<file path="src/rtl/core/esc_pkg.sv">
`timescale 1ns / 1ps

package esc_pkg;

  // Field and datapath widths.
  localparam int SECONDS_WIDTH   = 32;
  localparam int ZONE_WIDTH      = 11;
  localparam int ADJ_WIDTH       = SECONDS_WIDTH + 2;
  localparam int DAYS_WIDTH      = SECONDS_WIDTH - 16;
  localparam int REM_WIDTH       = 18;
  localparam int TOD_WIDTH       = 17;
  localparam int MINUTES_WIDTH   = 11;
  localparam int IN_TDATA_WIDTH  = ((SECONDS_WIDTH + 7) / 8) * 8;
  localparam int OUT_FIELDS_BITS = 46;
  localparam int OUT_TDATA_WIDTH = ((OUT_FIELDS_BITS + 7) / 8) * 8;

  // Reciprocal divider: operand, reciprocal and product widths, and its step count.
  localparam int DIV_X_WIDTH     = SECONDS_WIDTH - 7;
  localparam int DIV_M_WIDTH     = SECONDS_WIDTH - 16;
  localparam int PROD_WIDTH      = DIV_X_WIDTH + DIV_M_WIDTH;
  localparam int DIV_STEPS       = 3;
  localparam int CNT_WIDTH       = 2;

  // The power-of-two factors of 86400 and 60 are split off as plain bit fields.
  localparam int DAY_SHIFT         = 7;
  localparam int SIXTY_SHIFT       = 2;
  localparam int DAY_RECIP_SHIFT   = SECONDS_WIDTH - DAY_SHIFT;
  localparam int SIXTY_RECIP_SHIFT = 15;
  localparam int WEEK_RECIP_SHIFT  = DAYS_WIDTH + 1;
  localparam int CYCLE_RECIP_SHIFT = DAYS_WIDTH;

  // Calendar constants.
  localparam logic [REM_WIDTH-1:0] DAY_DIVISOR   = REM_WIDTH'((24 * 60 * 60) >> DAY_SHIFT);
  localparam logic [REM_WIDTH-1:0] SIXTY_DIVISOR = REM_WIDTH'(60 >> SIXTY_SHIFT);
  localparam logic [REM_WIDTH-1:0] CYCLE_DAYS   = REM_WIDTH'(146097);
  localparam logic [REM_WIDTH-1:0] WEEK_DAYS    = REM_WIDTH'(7);
  localparam logic [2:0]           EPOCH_WEEKDAY = 3'd4;
  localparam logic [7:0]           EPOCH_YEARS_SINCE_1900 = 8'(1970 - 1900);
  localparam logic [7:0]           CYCLE_YEARS_LOW = 8'(400 % 256);
  localparam logic [8:0]           EPOCH_YEAR_MOD400 = 9'(1970 % 400);
  localparam logic [8:0]           LAST_MOD400 = 9'(400 - 1);
  localparam logic [8:0]           DAYS_LEAP = 9'd366;
  localparam logic [8:0]           DAYS_COMMON = 9'd365;
  localparam logic [8:0]           LAST_FEB_DAY = 9'd58;
  localparam logic [8:0]           LEAP_DAY = 9'd59;

  // Rounded-down reciprocals, 2^k / d, for operands below 2^k.
  localparam logic [DIV_M_WIDTH-1:0] DAY_RECIP =
      DIV_M_WIDTH'((longint'(1) << DAY_RECIP_SHIFT) / ((24 * 60 * 60) >> DAY_SHIFT));
  localparam logic [DIV_M_WIDTH-1:0] SIXTY_RECIP =
      DIV_M_WIDTH'((longint'(1) << SIXTY_RECIP_SHIFT) / (60 >> SIXTY_SHIFT));
  localparam logic [DIV_M_WIDTH-1:0] WEEK_RECIP =
      DIV_M_WIDTH'((longint'(1) << WEEK_RECIP_SHIFT) / 7);
  localparam logic [DIV_M_WIDTH-1:0] CYCLE_RECIP =
      DIV_M_WIDTH'((longint'(1) << CYCLE_RECIP_SHIFT) / 146097);

  // Divisions run by the shared divider, in this order.
  typedef enum logic [2:0] {
    DIV_DAY,
    DIV_SEC,
    DIV_MIN,
    DIV_WDAY,
    DIV_CYCLE
  } div_op_t;

  typedef enum logic [2:0] {
    ST_IDLE,
    ST_DIV_INIT,
    ST_DIV_RUN,
    ST_YEAR,
    ST_MONTH,
    ST_OUT
  } state_t;

  typedef struct packed {
    logic    load_in;
    logic    div_init;
    logic    div_step;
    logic    div_save;
    div_op_t op;
    logic    year_step;
    logic    month_calc;
    logic    out_load;
  } dp_cmd_t;

  typedef struct packed {
    logic div_done;
    logic year_done;
  } dp_status_t;

  function automatic logic [REM_WIDTH-1:0] div_divisor(input div_op_t op);
    logic [REM_WIDTH-1:0] d;
    unique case (op)
      DIV_DAY:   d = DAY_DIVISOR;
      DIV_SEC:   d = SIXTY_DIVISOR;
      DIV_MIN:   d = SIXTY_DIVISOR;
      DIV_WDAY:  d = WEEK_DAYS;
      DIV_CYCLE: d = CYCLE_DAYS;
      default:   d = DAY_DIVISOR;
    endcase
    return d;
  endfunction

  function automatic logic [DIV_M_WIDTH-1:0] div_recip(input div_op_t op);
    logic [DIV_M_WIDTH-1:0] m;
    unique case (op)
      DIV_DAY:   m = DAY_RECIP;
      DIV_SEC:   m = SIXTY_RECIP;
      DIV_MIN:   m = SIXTY_RECIP;
      DIV_WDAY:  m = WEEK_RECIP;
      DIV_CYCLE: m = CYCLE_RECIP;
      default:   m = DAY_RECIP;
    endcase
    return m;
  endfunction

  // Quotient estimate from the product; it is low by at most one.
  function automatic logic [DAYS_WIDTH-1:0] div_quotient(input div_op_t op,
                                                         input logic [PROD_WIDTH-1:0] p);
    logic [DAYS_WIDTH-1:0] q;
    unique case (op)
      DIV_DAY:   q = DAYS_WIDTH'(p >> DAY_RECIP_SHIFT);
      DIV_SEC:   q = DAYS_WIDTH'(p >> SIXTY_RECIP_SHIFT);
      DIV_MIN:   q = DAYS_WIDTH'(p >> SIXTY_RECIP_SHIFT);
      DIV_WDAY:  q = DAYS_WIDTH'(p >> WEEK_RECIP_SHIFT);
      DIV_CYCLE: q = DAYS_WIDTH'(p >> CYCLE_RECIP_SHIFT);
      default:   q = '0;
    endcase
    return q;
  endfunction

  // Days in the year before the first of each month, common year.
  function automatic logic [8:0] days_before_month(input logic [3:0] m);
    logic [8:0] d;
    unique case (m)
      4'd0:    d = 9'd0;
      4'd1:    d = 9'd31;
      4'd2:    d = 9'd59;
      4'd3:    d = 9'd90;
      4'd4:    d = 9'd120;
      4'd5:    d = 9'd151;
      4'd6:    d = 9'd181;
      4'd7:    d = 9'd212;
      4'd8:    d = 9'd243;
      4'd9:    d = 9'd273;
      4'd10:   d = 9'd304;
      4'd11:   d = 9'd334;
      default: d = 9'd0;
    endcase
    return d;
  endfunction

  // Last month whose first day is at or before the given day of year.
  function automatic logic [3:0] month_index(input logic [8:0] w);
    logic [3:0] m;
    m = 4'd0;
    for (int i = 1; i < 12; i++) begin
      if (days_before_month(4'(i)) <= w) begin
        m = 4'(i);
      end
    end
    return m;
  endfunction

  // Gregorian leap rule from the year modulo 400.
  function automatic logic is_leap(input logic [8:0] m400);
    return (m400[1:0] == 2'b00) && (m400 != 9'd100) && (m400 != 9'd200)
           && (m400 != 9'd300);
  endfunction

endpackage

</file>
<file path="src/rtl/core/esc_ctrl.sv">
`timescale 1ns / 1ps

module esc_ctrl
  import esc_pkg::*;
(
  input  logic       clk,
  input  logic       rst,
  input  logic       s_tvalid,
  output logic       s_tready,
  output logic       m_tvalid,
  input  logic       m_tready,
  input  dp_status_t status,
  output dp_cmd_t    cmd
);

  state_t  state, state_next;
  div_op_t op, op_next;
  logic    m_tvalid_next;

  // State, current division and output valid registers.
  always_ff @(posedge clk) begin
    if (rst) begin
      state    <= ST_IDLE;
      op       <= DIV_DAY;
      m_tvalid <= 1'b0;
    end else begin
      state    <= state_next;
      op       <= op_next;
      m_tvalid <= m_tvalid_next;
    end
  end

  // Next state and datapath commands.
  always_comb begin
    state_next    = state;
    op_next       = op;
    cmd           = '0;
    cmd.op        = op;
    s_tready      = 1'b0;
    m_tvalid_next = m_tvalid && !m_tready;
    unique case (state)
      ST_IDLE: begin
        s_tready    = 1'b1;
        cmd.load_in = s_tvalid;
        if (s_tvalid) begin
          op_next    = DIV_DAY;
          state_next = ST_DIV_INIT;
        end
      end
      ST_DIV_INIT: begin
        cmd.div_init = 1'b1;
        state_next   = ST_DIV_RUN;
      end
      ST_DIV_RUN: begin
        if (!status.div_done) begin
          cmd.div_step = 1'b1;
        end else begin
          cmd.div_save = 1'b1;
          unique case (op)
            DIV_DAY: begin
              op_next    = DIV_SEC;
              state_next = ST_DIV_INIT;
            end
            DIV_SEC: begin
              op_next    = DIV_MIN;
              state_next = ST_DIV_INIT;
            end
            DIV_MIN: begin
              op_next    = DIV_WDAY;
              state_next = ST_DIV_INIT;
            end
            DIV_WDAY: begin
              op_next    = DIV_CYCLE;
              state_next = ST_DIV_INIT;
            end
            DIV_CYCLE: begin
              state_next = ST_YEAR;
            end
            default: begin
              state_next = ST_IDLE;
            end
          endcase
        end
      end
      ST_YEAR: begin
        if (status.year_done) begin
          state_next = ST_MONTH;
        end else begin
          cmd.year_step = 1'b1;
        end
      end
      ST_MONTH: begin
        cmd.month_calc = 1'b1;
        state_next     = ST_OUT;
      end
      ST_OUT: begin
        if (!m_tvalid || m_tready) begin
          cmd.out_load  = 1'b1;
          m_tvalid_next = 1'b1;
          state_next    = ST_IDLE;
        end
      end
      default: begin
        state_next = ST_IDLE;
      end
    endcase
  end

endmodule

</file>
<file path="src/rtl/core/esc_datapath.sv">
`timescale 1ns / 1ps

module esc_datapath
  import esc_pkg::*;
(
  input  logic                      clk,
  input  logic                      rst,
  input  logic                      cfg_wen,
  input  logic [ZONE_WIDTH-1:0]     cfg_wdata,
  input  logic [SECONDS_WIDTH-1:0]  epoch_seconds,
  input  dp_cmd_t                   cmd,
  output dp_status_t                status,
  output logic [5:0]                second_of_minute,
  output logic [5:0]                minute_of_hour,
  output logic [4:0]                hour_of_day,
  output logic [2:0]                day_of_week,
  output logic [7:0]                years_since_1900,
  output logic [8:0]                day_of_year,
  output logic [4:0]                day_of_month,
  output logic [3:0]                month_of_year,
  output logic                      range_clamped
);

  logic [ZONE_WIDTH-1:0]    zone;
  logic [SECONDS_WIDTH-1:0] t;
  logic                     clamped;
  logic [DIV_X_WIDTH-1:0]   dvd;
  logic [PROD_WIDTH-1:0]    prod;
  logic [DAYS_WIDTH-1:0]    quot;
  logic [REM_WIDTH:0]       rem;
  logic [CNT_WIDTH-1:0]     cnt;
  logic [DAYS_WIDTH-1:0]    days;
  logic [TOD_WIDTH-1:0]     tod;
  logic [MINUTES_WIDTH-1:0] minutes;
  logic [5:0]               sec;
  logic [5:0]               min;
  logic [4:0]               hour;
  logic [2:0]               wday;
  logic [7:0]               year;
  logic [8:0]               m400;
  logic [REM_WIDTH-1:0]     work;
  logic [3:0]               mon;
  logic [4:0]               mday;

  logic [ADJ_WIDTH-1:0]     zone_ext;
  logic [ADJ_WIDTH-1:0]     zone_sec;
  logic [ADJ_WIDTH-1:0]     adj;
  logic [REM_WIDTH-1:0]     divisor;
  logic [DIV_M_WIDTH-1:0]   recip;
  logic [DIV_X_WIDTH-1:0]   quot_times_div;
  logic                     corr;
  logic [DAYS_WIDTH-1:0]    quot_fix;
  logic [REM_WIDTH-1:0]     rem_fix;
  logic [DIV_X_WIDTH-1:0]   dividend;
  logic [8:0]               ylen;
  logic                     leap;
  logic [8:0]               doy;
  logic [8:0]               mwork;
  logic [3:0]               mon_calc;
  logic [4:0]               mday_base;

  // Zone offset register.
  always_ff @(posedge clk) begin
    if (rst) begin
      zone <= '0;
    end else if (cfg_wen) begin
      zone <= cfg_wdata;
    end
  end

  // Zone-adjusted time; the top bit is the sign, the next one an overflow.
  // The offset times 60 is formed as times 64 minus times 4.
  assign zone_ext = {{(ADJ_WIDTH - ZONE_WIDTH){zone[ZONE_WIDTH-1]}}, zone};
  assign zone_sec = (zone_ext << 6) - (zone_ext << 2);
  assign adj      = {2'b00, epoch_seconds} - zone_sec;

  // Reciprocal division: the estimate is low by at most one, so one
  // compare and subtract at save time finishes it.
  assign divisor        = div_divisor(cmd.op);
  assign recip          = div_recip(cmd.op);
  assign quot_times_div = DIV_X_WIDTH'(quot) * DIV_X_WIDTH'(divisor);
  assign corr           = (rem >= {1'b0, divisor});
  assign quot_fix       = quot + DAYS_WIDTH'(corr);
  assign rem_fix        = corr ? REM_WIDTH'(rem - {1'b0, divisor}) : rem[REM_WIDTH-1:0];

  // Operand of the division about to start, with power-of-two factors split off.
  always_comb begin
    unique case (cmd.op)
      DIV_DAY:   dividend = DIV_X_WIDTH'(t >> DAY_SHIFT);
      DIV_SEC:   dividend = DIV_X_WIDTH'(tod >> SIXTY_SHIFT);
      DIV_MIN:   dividend = DIV_X_WIDTH'(minutes >> SIXTY_SHIFT);
      DIV_WDAY:  dividend = DIV_X_WIDTH'(days) + DIV_X_WIDTH'(EPOCH_WEEKDAY);
      DIV_CYCLE: dividend = DIV_X_WIDTH'(days);
      default:   dividend = DIV_X_WIDTH'(t >> DAY_SHIFT);
    endcase
  end

  // Year length and the leap-day fix for the month lookup.
  assign leap      = is_leap(m400);
  assign ylen      = leap ? DAYS_LEAP : DAYS_COMMON;
  assign doy       = work[8:0];
  assign mwork     = (leap && (doy > LAST_FEB_DAY)) ? doy - 9'd1 : doy;
  assign mday_base = (leap && (doy == LEAP_DAY)) ? 5'd2 : 5'd1;
  assign mon_calc  = month_index(mwork);

  assign status.div_done  = (cnt == '0);
  assign status.year_done = (work < REM_WIDTH'(ylen));

  // Working registers.
  always_ff @(posedge clk) begin
    if (cmd.load_in) begin
      if (adj[ADJ_WIDTH-1]) begin
        t       <= '0;
        clamped <= 1'b1;
      end else if (adj[ADJ_WIDTH-2]) begin
        t       <= '1;
        clamped <= 1'b1;
      end else begin
        t       <= adj[SECONDS_WIDTH-1:0];
        clamped <= 1'b0;
      end
    end

    // Product, quotient estimate and remainder are registered in turn, each from the one before.
    if (cmd.div_init) begin
      dvd <= dividend;
      cnt <= CNT_WIDTH'(DIV_STEPS);
    end else if (cmd.div_step) begin
      prod <= PROD_WIDTH'(dvd) * PROD_WIDTH'(recip);
      quot <= div_quotient(cmd.op, prod);
      rem  <= (REM_WIDTH + 1)'(dvd - quot_times_div);
      cnt  <= cnt - CNT_WIDTH'(1);
    end

    // Store the quotient and remainder where the division belongs.
    if (cmd.div_save) begin
      unique case (cmd.op)
        DIV_DAY: begin
          days <= quot_fix;
          tod  <= TOD_WIDTH'({rem_fix, t[DAY_SHIFT-1:0]});
        end
        DIV_SEC: begin
          minutes <= MINUTES_WIDTH'(quot_fix);
          sec     <= 6'({rem_fix, tod[SIXTY_SHIFT-1:0]});
        end
        DIV_MIN: begin
          hour <= quot_fix[4:0];
          min  <= 6'({rem_fix, minutes[SIXTY_SHIFT-1:0]});
        end
        DIV_WDAY: begin
          wday <= rem_fix[2:0];
        end
        DIV_CYCLE: begin
          work <= rem_fix;
          year <= quot_fix[7:0] * CYCLE_YEARS_LOW + EPOCH_YEARS_SINCE_1900;
          m400 <= EPOCH_YEAR_MOD400;
        end
        default: begin
          wday <= rem_fix[2:0];
        end
      endcase
    end

    // Walk one year per cycle.
    if (cmd.year_step) begin
      work <= work - REM_WIDTH'(ylen);
      year <= year + 8'd1;
      m400 <= (m400 == LAST_MOD400) ? 9'd0 : m400 + 9'd1;
    end

    if (cmd.month_calc) begin
      mon  <= mon_calc;
      mday <= mday_base + 5'(mwork - days_before_month(mon_calc));
    end

    // Output register.
    if (cmd.out_load) begin
      second_of_minute <= sec;
      minute_of_hour   <= min;
      hour_of_day      <= hour;
      day_of_week      <= wday;
      years_since_1900 <= year;
      day_of_year      <= doy;
      day_of_month     <= mday;
      month_of_year    <= mon;
      range_clamped    <= clamped;
    end
  end

endmodule

</file>
<file path="src/rtl/core/epoch_seconds_to_calendar_top.sv">
`timescale 1ns / 1ps

// Channel   Direction  Handshake           Payload
// s_        in         s_tvalid/s_tready   s_tdata: epoch_seconds
// m_        out        m_tvalid/m_tready   m_tdata: calendar fields, m_tuser: range_clamped
// cfg_      in         cfg_wen             cfg_wdata: zone_minutes_west
//
// One transaction is accepted, then runs the day, second, minute, weekday and 400-year
// divisions in the shared reciprocal divider, walks one year per cycle from the 400-year
// boundary (up to 136 years for 32-bit input), then does the last year check, the month
// lookup and the output load.
// Reset (rst, synchronous) clears the zone offset and the controller; no clearing pass.
// The next input is taken once the result is in the output register, even while
// m_tready is low; a stalled result holds the block before its output load.
module epoch_seconds_to_calendar_top
  import esc_pkg::*;
(
  input  logic                       clk,
  input  logic                       rst,
  input  logic                       cfg_wen,
  input  logic [ZONE_WIDTH-1:0]      cfg_wdata,
  input  logic                       s_tvalid,
  output logic                       s_tready,
  // [SECONDS_WIDTH-1:0] epoch_seconds, zero padding above
  input  logic [IN_TDATA_WIDTH-1:0]  s_tdata,
  output logic                       m_tvalid,
  input  logic                       m_tready,
  // [5:0] second_of_minute, [11:6] minute_of_hour, [16:12] hour_of_day,
  // [19:17] day_of_week, [27:20] years_since_1900, [36:28] day_of_year,
  // [41:37] day_of_month, [45:42] month_of_year, zero padding above
  output logic [OUT_TDATA_WIDTH-1:0] m_tdata,
  // [0] range_clamped
  output logic                       m_tuser
);

  dp_cmd_t    cmd;
  dp_status_t status;
  logic [5:0] second_of_minute;
  logic [5:0] minute_of_hour;
  logic [4:0] hour_of_day;
  logic [2:0] day_of_week;
  logic [7:0] years_since_1900;
  logic [8:0] day_of_year;
  logic [4:0] day_of_month;
  logic [3:0] month_of_year;

  esc_ctrl u_ctrl (
    .clk      (clk),
    .rst      (rst),
    .s_tvalid (s_tvalid),
    .s_tready (s_tready),
    .m_tvalid (m_tvalid),
    .m_tready (m_tready),
    .status   (status),
    .cmd      (cmd)
  );

  esc_datapath u_datapath (
    .clk              (clk),
    .rst              (rst),
    .cfg_wen          (cfg_wen),
    .cfg_wdata        (cfg_wdata),
    .epoch_seconds    (s_tdata[SECONDS_WIDTH-1:0]),
    .cmd              (cmd),
    .status           (status),
    .second_of_minute (second_of_minute),
    .minute_of_hour   (minute_of_hour),
    .hour_of_day      (hour_of_day),
    .day_of_week      (day_of_week),
    .years_since_1900 (years_since_1900),
    .day_of_year      (day_of_year),
    .day_of_month     (day_of_month),
    .month_of_year    (month_of_year),
    .range_clamped    (m_tuser)
  );

  // Pack the result fields, lowest field first.
  assign m_tdata = OUT_TDATA_WIDTH'({month_of_year, day_of_month, day_of_year,
                                     years_since_1900, day_of_week, hour_of_day,
                                     minute_of_hour, second_of_minute});

endmodule

</file>
<file path="config.mk">
export PLATFORM = sky130hd
export DESIGN_NAME = epoch_seconds_to_calendar_top
export DESIGN_NICKNAME = d
export VERILOG_FILES = /design/src/rtl/core/esc_pkg.sv /design/src/rtl/core/esc_ctrl.sv /design/src/rtl/core/esc_datapath.sv /design/src/rtl/core/epoch_seconds_to_calendar_top.sv
export SDC_FILE = /design/constraint.sdc
export NUM_CORES = 1
export LEC_CHECK = 0
export BUFFER_PORTS_ARGS = -buffer_cell sky130_fd_sc_hd__buf_4
export CORE_UTILIZATION = 60
export DETAILED_ROUTE_END_ITERATION = 10
export GPL_ROUTABILITY_DRIVEN = 0
export PLACE_DENSITY_LB_ADDON = 0.3
export SKIP_LAST_GASP = 1
export SYNTH_ARGS = -nofsm -noshare
export SYNTH_HDL_FRONTEND = slang
export SYNTH_SLANG_ARGS = --single-unit
</file>
<file path="constraint.sdc">
create_clock -name clk -period 10.1 [get_ports clk]
set_input_delay 1.515 -clock clk [delete_from_list [all_inputs] [get_ports clk]]
set_output_delay 1.515 -clock clk [all_outputs]
set_load 0.01 [all_outputs]
</file>
**Word level (Yosys, flattened, before mapping)**

Memory sizes are Yosys's and may differ from the RTL's.
Index checks and enable logic that the tools add are counted.

- Add/sub/neg operators: 14
- Multipliers: 3
- Div/mod/pow operators: 0
- Order comparisons: 14
- Eq/ne operators: 19
- Shifts and indexed selects: 0
- Muxes and demuxes: 55
- Bitwise gates (word level): 2
- Reductions and logical operators: 27

Operators by type and width:

| cell | number |
|---|---|
| 25-bit one-hot mux with 4 select lines | 1 |
| 18-bit two-way mux | 4 |
| 16-bit one-hot mux with 4 select lines | 1 |
| 18-bit one-hot mux with 3 select lines | 1 |
| 16-bit one-hot mux with 3 select lines | 1 |
| 9-bit two-way mux | 5 |
| 25-bit by 16-bit multiplier with 41-bit output | 1 |
| 8-bit by 9-bit less-or-equal comparator with 1-bit output, first input constant | 4 |
| 32-bit by 34-bit subtractor with 34-bit output | 1 |
| 32-bit two-way mux | 1 |
| 3-bit two-way mux | 10 |
| 9-bit less-or-equal comparator, first input constant | 3 |
| 8-bit two-way mux | 3 |
| 19-bit by 18-bit greater-or-equal comparator with 1-bit output | 1 |
| 16-bit by 18-bit multiplier with 19-bit output | 1 |
| 19-bit subtractor | 1 |
| 7-bit by 9-bit less-or-equal comparator with 1-bit output, first input constant | 2 |
| 18-bit by 9-bit < comparator with 1-bit output | 1 |
| 3-bit one-hot mux with 6 select lines | 1 |
| 17-bit by 13-bit subtractor with 18-bit output | 1 |
| 18-bit subtractor | 1 |
| 18-bit by 9-bit subtractor with 18-bit output | 1 |
| 16-bit by 3-bit adder with 17-bit output, second input constant | 1 |
| 16-bit by 1-bit adder with 16-bit output | 1 |
| other kinds (40) | 86 |

- Register bits after elaboration: 309
- Latch bits: 0
- Bits in writable memories: 0
- Bits in read-only memories: 144
- Input port bits: 48
- Output and inout bits: 51
- Logic and storage cells: 167
- Memories: 1

Memory list:

| memory | words | bits a word | read ports | clocked after Yosys merged registers in | write ports | line | text |
|---|---|---|---|---|---|---|---|
| (no name shown) | 16 | 9 | 1 | 0 | 0 | esc_pkg.sv:135 | `unique case (m)` |

**Depth between registers and ports, before layout**

Gate-level depths: netlist of run 1.
An unclocked memory read counts as a cell.

- Depth in word-level cells: 22
- Mapped depth: 31
- Mapped depth without buffers: 28

**By module**

From an unflattened synthesis of run 1, not the netlist that was laid out.

- Cells, all modules: 3003
- Area, all modules: 30157.7 um2

By module, submodules not included:

| module | instances | cells each | area an instance (um2) | seq. area each (um2) |
|---|---|---|---|---|
| esc_datapath | 1 | 2938 | 29652.2 | 8488.1 |
| esc_ctrl | 1 | 62 | 486.7 | 140.1 |
| epoch_seconds_to_calendar_top | 1 | 3 | 18.8 | 0.0 |

**Least setup slack after synthesis of run 1**

OpenSTA, ideal clock, no wires.

- Kind: reg-to-reg
- Start point: reg u_ctrl.op[0]
- End point: reg u_datapath.prod[40], data pin
- Setup time: 0.260 ns
- Data arrival time: 7.003 ns
- Data required time: 9.840 ns
- Path slack: 2.837 ns
- Cell stages (with the launch flop): 30
- Buffers on the path: 3
- Period minus slack after synthesis: 7.263 ns
- Path through: dfxtp_1 -> buf_4 -> nor2b_1 -> and2_1 -> clkbuf_1 -> nor3_1 -> clkbuf_1 -> and2_1 -> inv_1 -> nand2_1 -> ha_1 -> fa_1 -> fa_1 -> inv_1 -> fa_1 -> fa_1 -> fa_1 -> inv_1 -> ha_1 -> a21oi_1 -> o21ai_0 -> a21o_1 -> a21o_1 -> a21oi_1 -> o21ai_0 -> o2bb2ai_1 -> a311o_4 -> o31a_4 -> a21oi_2 -> xnor2_1

- Word-level cells in the longest chain between the ends: 4
- Elaborated cells on any way between the ends: 7
- Those cells by class: mul (1); eq/ne (4); mux (1); reduce/logical (1)

Ends and longest elaborated chain:

| item | line | text |
|---|---|---|
| start: declaration | esc_ctrl.sv:17 | `div_op_t op, op_next;` |
| start signal: assignment | esc_ctrl.sv:28 | `op <= op_next;` |
| 3-bit by 1-bit equality test with 1-bit output / 3-bit by 2-bit equality test with 1-bit output (equally long branches) | esc_pkg.sv:106 | `unique case (op)` |
| 2-bit OR reduction (no line) | n/a |  |
| 16-bit one-hot mux with 3 select lines * | esc_pkg.sv:106 |  |
| 25-bit by 16-bit multiplier with 41-bit output * | esc_datapath.sv:129 | `prod <= PROD_WIDTH'(dvd) * PROD_WIDTH'(recip);` |
| end signal: assignment | esc_datapath.sv:129 |  |
| end: declaration | esc_datapath.sv:28 | `logic [PROD_WIDTH-1:0] prod;` |

Mark *: on every way between the ends. The rest lies on a longest branch, timed or not.
A chain may end at the register's enable or synchronous reset.

**Final worst setup path of run 1**

- Start point: reg u_ctrl.op[2]
- End point: reg u_datapath.prod[40], data pin

Same word-level chain as after synthesis.

==> report_table.html, run 1 <==
<table>
<tr><th>Metric</th><th>Value</th></tr>
<tr><th colspan="2">Setup path</th></tr>
<tr><td>Crit path depth</td><td>29</td></tr>
<tr><td>Critical path buffer and inverter count</td><td>6</td></tr>
<tr><td>Delay of the slowest critical-path stage</td><td>0.76 ns</td></tr>
<tr><td>Critical path data arrival time</td><td>8.73 ns</td></tr>
<tr><td>Most common cell on crit path</td><td>fa_1</td></tr>
<tr><td>Critical path required time</td><td>10.41 ns</td></tr>
<tr><td>Critical Path Source Type</td><td>flop</td></tr>
<tr><td>Max FO, Critical Path</td><td>35</td></tr>
<tr><td>Worst Reg-to-Reg Cells</td><td>29</td></tr>
<tr><td>Setup crit end kind</td><td>flop</td></tr>
<tr><td>Slowest cell on the critical path</td><td>dfxtp_2</td></tr>
<tr><td>Critical path start-end classification</td><td>flop to flop</td></tr>
<tr><td>Crit-path leading delay family</td><td>adder cells</td></tr>
<tr><th colspan="2">Synth</th></tr>
<tr><td>Synth top cells by count</td><td>inv_1 (486), ha_1 (345), fa_1 (281)</td></tr>
<tr><td>Post-synth top area share</td><td>around 28%</td></tr>
<tr><td>Yosys Warn Count</td><td>0</td></tr>
<tr><td>Top area cells in the synthesized netlist</td><td>edfxtp_1 (28%), fa_1 (19%), ha_1 (15%)</td></tr>
<tr><td>Instance count of the mapped netlist</td><td>around 2900</td></tr>
<tr><td>Async set or reset register ratio after synthesis</td><td>0%</td></tr>
<tr><td>Most common flop cell mapped by yosys</td><td>edfxtp_1</td></tr>
<tr><td>Cell type with the highest aggregate area in the netlist</td><td>edfxtp_1</td></tr>
<tr><td>Proportion of synthesized chip area in sequential cells</td><td>29.2%</td></tr>
<tr><td>Flip-flop and latch count after synthesis</td><td>294</td></tr>
<tr><td>Dominant cell by count in the synthesized netlist</td><td>inv_1</td></tr>
<tr><td>Netlist area before placement</td><td>29500 sq um</td></tr>
<tr><td>Unique cell type count in the Yosys netlist</td><td>100</td></tr>
<tr><td>Synthesized area per cell</td><td>10.2 sq um</td></tr>
<tr><td>Post-synth EDFFs</td><td>274</td></tr>
<tr><th colspan="2">Run status</th></tr>
<tr><td>Status</td><td>completed</td></tr>
<tr><th colspan="2">STA</th></tr>
<tr><td>Final-report max-slew violation count</td><td>0</td></tr>
<tr><td>Worst-margin pin slew</td><td>1.19 ns</td></tr>
<tr><td>Max-Slew Margin vs Limit</td><td>20.7%</td></tr>
<tr><td>Final critical delay including setup and external delays</td><td>approximately 8.4 ns</td></tr>
<tr><td>Hold Vio Cnt, Final</td><td>0</td></tr>
<tr><td>Final setup vio count</td><td>0</td></tr>
<tr><td>Fin crit share</td><td>83.4%</td></tr>
<tr><td>Setup repair after global routing missed its margin</td><td>false</td></tr>
<tr><td>Max Clock Freq</td><td>119 MHz</td></tr>
<tr><td>Worst Skew</td><td>0.0390 ns</td></tr>
<tr><td>Setup TNS</td><td>0 ns</td></tr>
<tr><th colspan="2">GRT</th></tr>
<tr><td>Initial antenna violation count</td><td>0</td></tr>
<tr><td>Number of global-route vias before repair</td><td>21921</td></tr>
<tr><td>First-pass GRT wire length</td><td>114000 um</td></tr>
<tr><td>Global routing usage summed across all routing layers</td><td>29.1%</td></tr>
<tr><td>Global-route congestion overflow total</td><td>0</td></tr>
<tr><td>Largest net degree at the start of global routing</td><td>57</td></tr>
<tr><th colspan="2">Clock network</th></tr>
<tr><td>Root Driver</td><td>clkbuf_16</td></tr>
<tr><td>Number of sinks driven by the clock tree</td><td>294</td></tr>
<tr><td>Buffer levels on the longest clock path</td><td>3</td></tr>
<tr><td>H-tree lvl count</td><td>2</td></tr>
<tr><td>Post-CTS Repair Setup Buffers</td><td>0</td></tr>
<tr><td>Worst-Skew Late Latency</td><td>0.56 ns</td></tr>
<tr><td>Clock buffer count from CTS</td><td>34</td></tr>
<tr><td>CTS tree</td><td>yes</td></tr>
<tr><td>Clock Pin Slew Worst Setup and Hold Paths</td><td>approximately 0.06 ns</td></tr>
<tr><td>Hold_buf cts</td><td>0</td></tr>
<tr><td>Resized Gates After CTS</td><td>0</td></tr>
<tr><th colspan="2">Worst hold path</th></tr>
<tr><td>Hold-critical path depth</td><td>0</td></tr>
<tr><td>Worst min-delay path category</td><td>flop to flop</td></tr>
<tr><th colspan="2">Routing</th></tr>
<tr><td>Routed vias</td><td>21305</td></tr>
<tr><td>Number of search-and-repair iterations in the first detailed-routing pass</td><td>6</td></tr>
<tr><td>Number of vias per cell</td><td>approximately 6</td></tr>
<tr><td>Total wirelength of the detailed-routed design</td><td>~70000 um</td></tr>
<tr><td>Number of violations reported at the end of detailed-routing iteration 0</td><td>1807</td></tr>
<tr><td>Number of antenna-violating nets in the routed design</td><td>0</td></tr>
<tr><td>DRC</td><td>0</td></tr>
<tr><td>Routed len/inst</td><td>19.5 um</td></tr>
<tr><th colspan="2">Floorplanning</th></tr>
<tr><td>I/O pin cnt</td><td>99</td></tr>
<tr><td>Floorplan die width</td><td>224 um</td></tr>
<tr><td>Core ar.</td><td>48100 sq um</td></tr>
<tr><td>Starting Density</td><td>61.3%</td></tr>
<tr><td>Die height</td><td>224 um</td></tr>
<tr><td>Die Area</td><td>50100 sq um</td></tr>
<tr><td>Standard-cell rows</td><td>80</td></tr>
<tr><th colspan="2">Cells and area</th></tr>
<tr><td>FILL cells</td><td>~3600</td></tr>
<tr><td>Share of post-route cells with drive strength above 1</td><td>about a tenth</td></tr>
<tr><td>Antenna fix cells</td><td>0</td></tr>
<tr><td># nets final</td><td>3626</td></tr>
<tr><td>Area added between synthesis and finish</td><td>8.42%</td></tr>
<tr><th colspan="2">Place</th></tr>
<tr><td>Port buffer count</td><td>96</td></tr>
<tr><td>HPWL Detailed</td><td>56300 um</td></tr>
<tr><th colspan="2">Run</th></tr>
<tr><td>Max cap viols</td><td>0</td></tr>
</table>
[metrics by stage]
stage                     worst slack [ns]  hold WS [ns]  cells  area, sq um  utilization, %
after detailed placement              1.82         0.405   3572        30900            64.1
after global placement                2.02         0.401   3572        30900            64.1
after CTS                             1.78         0.417   3634        32000            66.4
after floorplan                       2.84         0.400   2893        29500               -
after global routing                  1.32         0.425   3634        32000            66.4
final                                 1.68         0.417   3634        32000            66.4
[layer usage]
layer	GRT usage [%]	up-vias	routed length, um	share of wire [%]
met2	47.9	921	33700	48
met3	4.71	224	5220	7.4
met4	13.9	0	3820	5.4
li1	-	9837	-	-
met1	37.7	10323	28100	40
met5	0	-	0	0
[placed cells by master, fill, tap and decap left out, types with 12 or more instances in the layout]
master | netlist | routed
inv_1 | 486 | 486
ha_1 | 345 | 345
fa_1 | 281 | 281
edfxtp_1 | 274 | 274
nand2_1 | 182 | 182
nor2_1 | 184 | 180
a21oi_1 | 136 | 136
buf_4 | 6 | 118
xnor2_1 | 113 | 113
o21ai_0 | 101 | 100
xor2_1 | 63 | 63
and3_1 | 54 | 54
and2_1 | 53 | 53
nand3_1 | 53 | 53
nor3_1 | 43 | 41
a21oi_2 | 37 | 37
clkbuf_16 | 0 | 35
nand2b_1 | 29 | 29
a21o_1 | 28 | 28
a31oi_1 | 23 | 23
o21a_1 | 20 | 20
mux2i_1 | 20 | 20
nor2b_1 | 18 | 18
o211ai_1 | 17 | 17
dfxtp_1 | 20 | 17
or2_2 | 15 | 15
nand4_1 | 12 | 12
mux2_2 | 12 | 12
[final timing paths]
check | slack, ns | from | endpoint
max | 1.68 | u_ctrl.op[2] | u_datapath.prod[40]
min | 0.42 | u_datapath.sec[4] | u_datapath.second_of_minute[4]
max reg2reg | 1.68 | u_ctrl.op[2] | u_datapath.prod[40]
min reg2reg | 0.42 | u_datapath.sec[4] | u_datapath.second_of_minute[4]
[state kept, by name (all words and copies together) (netlist names), 8 cells and up]
signal	cells
u_datapath.day_of_year	9
u_datapath.days	16
u_datapath.dvd	25
u_datapath.m400	9
u_datapath.minutes	11
u_datapath.prod	26
u_datapath.quot	16
u_datapath.rem	19
u_datapath.t	32
u_datapath.tod	17
u_datapath.work	18
u_datapath.year	8
u_datapath.years_since_1900	8
u_datapath.zone	11
[logic make-up after synthesis]
| kind of cell | synth area share, % |
|---|---|
| compound gates | 10.7 |
| buf+inv | 7.76 |
| xor+xnor | 5.54 |
| fa+ha+maj | 33.7 |
| flops | 29.2 |
| other cells | 0.0127 |
| mux | 1.52 |
| simple gates | 11.5 |
[area by class of cell]
class | instances | area [sq um] | area share [%]
clock buffer | 42 | 902 | 2.82
clock inverter | 20 | 229 | 0.716
inverter | 493 | 1850 | 5.78
multi-input combinational | 2011 | 18700 | 58.4
sequential | 294 | 8630 | 27.0
tap | 656 | 821 | 2.57
timing repair buffer | 118 | 886 | 2.77
Power of run 1 is not shown: default switching activity piles up to over one toggle a cycle in this logic, so the estimate is an artifact.
==> run 2, diff against run 1 <==
Settings changed: CORE_UTILIZATION 60 to 58.
Clock period 10.1 ns to 7.2 ns, I/O delays scaled along.
==> report_table.html, run 2 (same netlist as run 1, synthesis figures left out) <==
<table>
<tr><th>Metric</th><th>Value</th></tr>
<tr><th colspan="2">Setup path</th></tr>
<tr><td>Critical path required time</td><td>roughly 7.5 ns</td></tr>
<tr><td>Critical path data arrival time</td><td>7.36 ns</td></tr>
<tr><td>Slack of the worst reg-to-reg path</td><td>0.14 ns</td></tr>
<tr><td>Delay of the slowest critical-path stage</td><td>0.52 ns</td></tr>
<tr><td>Critical Path Source Type</td><td>flop</td></tr>
<tr><td>Most common cell on crit path</td><td>fa_1</td></tr>
<tr><td>Setup crit end kind</td><td>flop</td></tr>
<tr><td>Critical path start-end classification</td><td>flop to flop</td></tr>
<tr><td>Max FO, Critical Path</td><td>29</td></tr>
<tr><td>Slowest cell on the critical path</td><td>fa_1</td></tr>
<tr><th colspan="2">Floorplanning</th></tr>
<tr><td>Core ar.</td><td>50200 sq um</td></tr>
<tr><td>Starting Density</td><td>58.8%</td></tr>
<tr><td>Die Area</td><td>51800 sq um</td></tr>
<tr><td>Floorplan die width</td><td>228 um</td></tr>
<tr><td>Standard-cell rows</td><td>82</td></tr>
<tr><td>I/O pin cnt</td><td>99</td></tr>
<tr><td>Die height</td><td>228 um</td></tr>
<tr><th colspan="2">Cells and area</th></tr>
<tr><td>Final cell count without fillers</td><td>3687</td></tr>
<tr><td>Leading cell types in the layout, fill and taps excluded</td><td>inv_1 (485), ha_1 (345), fa_1 (281)</td></tr>
<tr><td>Top flop regs</td><td>u_datapath.t: 32 flops, u_datapath.prod: 26 flops, u_datapath.dvd: 25 flops</td></tr>
<tr><td>Share of post-route cells with drive strength above 1</td><td>between 10% and 20%</td></tr>
<tr><td>Final design instance area without fill</td><td>32400 sq um</td></tr>
<tr><td>Area added between synthesis and finish</td><td>9.78%</td></tr>
<tr><td>Max reg flops</td><td>32</td></tr>
<tr><td>Most common cell after layout, fill and taps aside</td><td>inv_1</td></tr>
<tr><td>Final core occ</td><td>64.6%</td></tr>
<tr><td># nets final</td><td>3661</td></tr>
<tr><td>Register ranked first by flip-flop count</td><td>u_datapath.t</td></tr>
<tr><th colspan="2">Routing</th></tr>
<tr><td>Number of violations reported at the end of detailed-routing iteration 0</td><td>1909</td></tr>
<tr><td>Wire length on met2</td><td>34100 um</td></tr>
<tr><td>Routed len/inst</td><td>19.4 um</td></tr>
<tr><td>Routed met3 length</td><td>~5000 um</td></tr>
<tr><td>Number of search-and-repair iterations in the first detailed-routing pass</td><td>6</td></tr>
<tr><td>Routed vias</td><td>21444</td></tr>
<tr><td>Number of antenna-violating nets in the routed design</td><td>0</td></tr>
<tr><td>Highest signal layer in the routed design</td><td>met4</td></tr>
<tr><td>Total wirelength of the detailed-routed design</td><td>71700 um</td></tr>
<tr><td>Number of vias per cell</td><td>5.82</td></tr>
<tr><td>DRC</td><td>0</td></tr>
<tr><td>Met1 routed wirelength after detailed routing</td><td>around 29000 um</td></tr>
<tr><th colspan="2">Clock network</th></tr>
<tr><td>Worst-Skew Late Latency</td><td>0.56 ns</td></tr>
<tr><td>H-tree lvl count</td><td>2</td></tr>
<tr><td>Hold_buf cts</td><td>0</td></tr>
<tr><td>CTS tree</td><td>yes</td></tr>
<tr><td>Buffer levels on the longest clock path</td><td>3</td></tr>
<tr><td>Clock buffer count from CTS</td><td>35</td></tr>
<tr><td>Root Driver</td><td>clkbuf_16</td></tr>
<tr><td>Number of sinks driven by the clock tree</td><td>294</td></tr>
<tr><td>Clock Pin Slew Worst Setup and Hold Paths</td><td>0.06 ns</td></tr>
<tr><th colspan="2">Power and ir drop</th></tr>
<tr><td>Design Power</td><td>between 15000 and 20000 uW</td></tr>
<tr><td>Cell Pwr Density</td><td>~520 nW/um^2</td></tr>
<tr><td>Largest vdd supply drop</td><td>721 uV</td></tr>
<tr><td>Leakage power</td><td>between 0.01 and 0.015 uW</td></tr>
<tr><th colspan="2">STA</th></tr>
<tr><td>Max Clock Freq</td><td>142 MHz</td></tr>
<tr><td>Final critical delay including setup and external delays</td><td>7.06 ns</td></tr>
<tr><td>Final worst slack</td><td>0.137 ns</td></tr>
<tr><td>Final-report max-slew violation count</td><td>0</td></tr>
<tr><td>Setup repair after global routing missed its margin</td><td>true</td></tr>
<tr><td>Worst-margin pin slew</td><td>1.23 ns</td></tr>
<tr><td>Worst Skew</td><td>roughly 0.027 ns</td></tr>
<tr><td>Final setup vio count</td><td>0</td></tr>
<tr><td>Max-Slew Margin vs Limit</td><td>18.2%</td></tr>
<tr><td>Hold Vio Cnt, Final</td><td>0</td></tr>
<tr><td>Fin crit share</td><td>around 98%</td></tr>
<tr><th colspan="2">GRT</th></tr>
<tr><td>Global routing usage summed across all routing layers</td><td>28.3%</td></tr>
<tr><td>Initial antenna violation count</td><td>0</td></tr>
<tr><td>Global-route congestion overflow total</td><td>0</td></tr>
<tr><td>First-pass GRT wire length</td><td>113000 um</td></tr>
<tr><td>Number of global-route vias before repair</td><td>21749</td></tr>
<tr><td>Largest net degree at the start of global routing</td><td>59</td></tr>
<tr><th colspan="2">Place</th></tr>
<tr><td>Placement Cell Area</td><td>a little over 30000 sq um</td></tr>
<tr><td>Worst slack after detailed placement</td><td>0.0728 ns</td></tr>
<tr><td>Placed cells</td><td>3618</td></tr>
<tr><td>HPWL Detailed</td><td>roughly 57000 um</td></tr>
<tr><td>Port buffer count</td><td>96</td></tr>
<tr><th colspan="2">Run status</th></tr>
<tr><td>Status</td><td>completed</td></tr>
<tr><th colspan="2">Run</th></tr>
<tr><td>Max cap viols</td><td>0</td></tr>
<tr><th colspan="2">Worst hold path</th></tr>
<tr><td>Worst min-delay path category</td><td>flop to flop</td></tr>
</table>
==> run 2: worst max-delay path, delay by kind of cell, from the launching register on <==
kind	cells	cell delay (ns)
xor gates and xnor gates	2	0.19
DFF	1	0.40
and+or+nand+nor	2	0.35
buffers and inverters	5	0.87
adders and majority gates	7	3.07
AOI/OAI and AO/OA	10	1.91
==> run 2: path summary, 6_finish.rpt <==
kind,start,endpoint,depth (start not counted)
worst min-delay path,u_datapath.minutes[1],u_datapath.min[1],0
worst min register to register,u_datapath.minutes[1],u_datapath.min[1],0
worst max-delay path,u_ctrl.op[0],u_datapath.prod[40],26
worst max register to register,u_ctrl.op[0],u_datapath.prod[40],26
==> run 2: power breakdown <==
part           switching, uW  total, uW  internal [uW]
Clock                    757       1850           1090
Sequential               282       3100           2820
Combinational           6600      11800           5250
==> run 2: timing repair <==
item / CTS / global route
endpoints found under the setup margin: 0 / 6
buffers inserted: 0 / 4
resized for setup: 0 / 17
==> run 2: area by class of cell <==
cell class / instances / area, sq um
antenna: 1 / 2.50
clock buffer: 39 / 932
clock inverter: 25 / 269
fill: 3833 / 17800
inverter: 493 / 1850
multi-input combinational: 2011 / 18700
sequential: 294 / 8630
tap: 672 / 841
timing repair buffer: 152 / 1140
==> run 2: per-layer routing <==
| metal | vias up | track usage, % |
|---|---|---|
| met5 | - | 0 |
| met4 | 0 | 15.3 |
| met3 | 219 | 4.50 |
| met2 | 909 | 46.3 |
| met1 | 10408 | 36.1 |
| li1 | 9908 | - |
==> run 2: through the flow <==
stage | setup TNS, ns | hold slack [ns]
finish | 0 | 0.415
global route | -0.0894 | 0.425
CTS | 0 | 0.418
detailed placement | 0 | 0.405
global placement | 0 | 0.401
floorplan | 0 | 0.400
Power figures use the tool's default switching activity.
==> run 3, diff against run 2 <==
Settings changed: CORE_UTILIZATION 58 to 40, REMOVE_ABC_BUFFERS from default to 1.
==> report_table.html, run 3 (same netlist as run 1, synthesis figures left out) <==
<table>
<tr><th>Metric</th><th>Value</th></tr>
<tr><th colspan="2">Cells and area</th></tr>
<tr><td>Final core occ</td><td>45.0%</td></tr>
<tr><td>Most common cell after layout, fill and taps aside</td><td>inv_1</td></tr>
<tr><td>Top flop regs</td><td>u_datapath.t: 32 flops, u_datapath.prod: 26 flops, u_datapath.dvd: 25 flops</td></tr>
<tr><td>Area added between synthesis and finish</td><td>11.3%</td></tr>
<tr><td>Register ranked first by flip-flop count</td><td>u_datapath.t</td></tr>
<tr><td>Leading cell types in the layout, fill and taps excluded</td><td>inv_1 (485), ha_1 (345), fa_1 (281)</td></tr>
<tr><td>Max reg flops</td><td>32</td></tr>
<tr><td>Share of post-route cells with drive strength above 1</td><td>between 10% and 20%</td></tr>
<tr><td># nets final</td><td>3674</td></tr>
<tr><td>Antenna fix cells</td><td>0</td></tr>
<tr><th colspan="2">GRT</th></tr>
<tr><td>Global routing usage summed across all routing layers</td><td>about 20%</td></tr>
<tr><td>First-pass GRT wire length</td><td>115000 um</td></tr>
<tr><td>Initial antenna violation count</td><td>0</td></tr>
<tr><td>Global-route congestion overflow total</td><td>0</td></tr>
<tr><td>Largest net degree at the start of global routing</td><td>65</td></tr>
<tr><td>Number of global-route vias before repair</td><td>20494</td></tr>
<tr><th colspan="2">Routing</th></tr>
<tr><td>DRC</td><td>0</td></tr>
<tr><td>Total wirelength of the detailed-routed design</td><td>73000 um</td></tr>
<tr><td>Routed vias</td><td>20540</td></tr>
<tr><td>Number of violations reported at the end of detailed-routing iteration 0</td><td>1423</td></tr>
<tr><td>Number of search-and-repair iterations in the first detailed-routing pass</td><td>5</td></tr>
<tr><td>Number of antenna-violating nets in the routed design</td><td>0</td></tr>
<tr><td>Routed len/inst</td><td>18.3 um</td></tr>
<tr><td>Number of vias per cell</td><td>~5</td></tr>
<tr><th colspan="2">Setup path</th></tr>
<tr><td>Critical path required time</td><td>7.50 ns</td></tr>
<tr><td>Slowest cell on the critical path</td><td>fa_1</td></tr>
<tr><td>Max FO, Critical Path</td><td>15</td></tr>
<tr><td>Delay of the slowest critical-path stage</td><td>0.50 ns</td></tr>
<tr><td>Most common cell on crit path</td><td>fa_1</td></tr>
<tr><td>Critical Path Source Type</td><td>flop</td></tr>
<tr><td>Setup crit end kind</td><td>flop</td></tr>
<tr><td>Critical path data arrival time</td><td>7.26 ns</td></tr>
<tr><td>Critical path start-end classification</td><td>flop to flop</td></tr>
<tr><td>Worst Reg-to-Reg Cells</td><td>24</td></tr>
<tr><td>Cell Chain, Critical Path</td><td>nor2b_2, buf_4, nand2_2, a21oi_1, fa_1, ha_1, inv_1, fa_1, fa_1, inv_1, fa_1, fa_1, ha_1, or4_4, a21oi_2, o311a_1, nor3_2, o211ai_2, a21o_4, a21oi_4, a311o_4, o31a_4, a21oi_2, xnor2_1</td></tr>
<tr><th colspan="2">Floorplanning</th></tr>
<tr><td>Die height</td><td>274 um</td></tr>
<tr><td>Standard-cell rows</td><td>99</td></tr>
<tr><td>Floorplan die width</td><td>274 um</td></tr>
<tr><td>Starting Density</td><td>roughly 40%</td></tr>
<tr><td>I/O pin cnt</td><td>99</td></tr>
<tr><td>Core ar.</td><td>73000 sq um</td></tr>
<tr><td>Die Area</td><td>74900 sq um</td></tr>
<tr><th colspan="2">STA</th></tr>
<tr><td>Max Clock Freq</td><td>144 MHz</td></tr>
<tr><td>Final setup vio count</td><td>0</td></tr>
<tr><td>Final Hold Slack</td><td>around 0.42 ns</td></tr>
<tr><td>Fin crit share</td><td>96.7%</td></tr>
<tr><td>Setup TNS</td><td>0 ns</td></tr>
<tr><td>Worst-margin pin slew</td><td>1.17 ns</td></tr>
<tr><td>Final critical delay including setup and external delays</td><td>around 7.0 ns</td></tr>
<tr><td>Final-report max-slew violation count</td><td>0</td></tr>
<tr><td>Worst Skew</td><td>between 0.015 and 0.02 ns</td></tr>
<tr><td>Hold Vio Cnt, Final</td><td>0</td></tr>
<tr><td>Setup repair after global routing missed its margin</td><td>false</td></tr>
<tr><td>Max-Slew Margin vs Limit</td><td>21.5%</td></tr>
<tr><th colspan="2">Power and ir drop</th></tr>
<tr><td>Cell Pwr Density</td><td>509 nW/um^2</td></tr>
<tr><td>Leakage power</td><td>0.0146 uW</td></tr>
<tr><td>Design Power</td><td>16700 uW</td></tr>
<tr><td>Largest vdd supply drop</td><td>659 uV</td></tr>
<tr><th colspan="2">Run status</th></tr>
<tr><td>Status</td><td>completed</td></tr>
<tr><th colspan="2">Clock network</th></tr>
<tr><td>Clock Pin Slew Worst Setup and Hold Paths</td><td>0.06 ns</td></tr>
<tr><td>Clock buffer count from CTS</td><td>35</td></tr>
<tr><td>Worst-Skew Late Latency</td><td>around 0.56 ns</td></tr>
<tr><td>H-tree lvl count</td><td>2</td></tr>
<tr><td>Root Driver</td><td>clkbuf_16</td></tr>
<tr><td>Buffer levels on the longest clock path</td><td>3</td></tr>
<tr><td>Number of sinks driven by the clock tree</td><td>294</td></tr>
<tr><td>Post-CTS Repair Setup Buffers</td><td>0</td></tr>
<tr><td>CTS tree</td><td>yes</td></tr>
<tr><td>Hold_buf cts</td><td>0</td></tr>
<tr><td>Resized Gates After CTS</td><td>0</td></tr>
<tr><th colspan="2">Run</th></tr>
<tr><td>Max cap viols</td><td>0</td></tr>
<tr><th colspan="2">Place</th></tr>
<tr><td>HPWL Detailed</td><td>about 59000 um</td></tr>
<tr><td>Port buffer count</td><td>96</td></tr>
<tr><th colspan="2">Worst hold path</th></tr>
<tr><td>Worst min-delay path category</td><td>flop to flop</td></tr>
<tr><td>Hold-critical path depth</td><td>0</td></tr>
</table>
[run 3: cell count changes in the layout (fill, tap and decap cells not counted), sizes merged]
cell / change
clkinvlp: -3
clkbuf: +4
bufinv: +1
buf: +13
clkinv: -1
inv: -2
diode: -1
[run 3: routing by layer]
layer  part of all wire, %  vias up  global-route usage, %
met5                     0        -                      0
met4                   4.2        0                   8.17
met3                   4.6      144                   2.25
met2                    47      546                   32.0
met1                    44     9907                   26.9
li1                      -     9943                      -
[run 3: worst paths after layout]
check             slack, ns                   endpoint          startpoint
setup / recovery       0.24        u_datapath.prod[40]        u_ctrl.op[0]
hold / removal         0.42  u_datapath.hour_of_day[2]  u_datapath.hour[2]
hold reg to reg        0.42  u_datapath.hour_of_day[2]  u_datapath.hour[2]
setup reg to reg       0.24        u_datapath.prod[40]        u_ctrl.op[0]
[run 3: stage by stage]
stage	std cells	instance area, sq um	setup slack, ns
floorplan	2798	29100	-2.30
global placement	3922	31600	0.188
detailed placement	3922	31600	0.0611
CTS	3985	32800	0.0361
global route	3985	32800	0.00567
finish	3985	32800	0.239
[run 3: critical path: cells and delay by family (launching register included)]
kind	cells	cell delay (ns)
fa+ha+maj	7	2.93
buf+inv	3	0.39
flops	1	0.40
simple gates	4	0.93
compound gates	9	2.01
xor+xnor	1	0.07
[run 3: power by group]
| group | leakage, uW | internal [uW] | switching [uW] |
|---|---|---|---|
| Sequential | 0.00266 | 2820 | 277 |
| Clock | 0.000574 | 1100 | 740 |
| Combinational | 0.0114 | 5260 | 6500 |
| Total | 0.0146 | 9190 | 7520 |
[run 3: cell type report]
type | instances | area [sq um]
Multi-Input combinational cell | 2011 | 18700
Clock inverter | 20 | 251
Fill cell | 6923 | 40100
Tap cell | 959 | 1200
Sequential cell | 294 | 8630
Clock buffer | 43 | 927
Inverter | 493 | 1850
Timing Repair Buffer | 165 | 1260
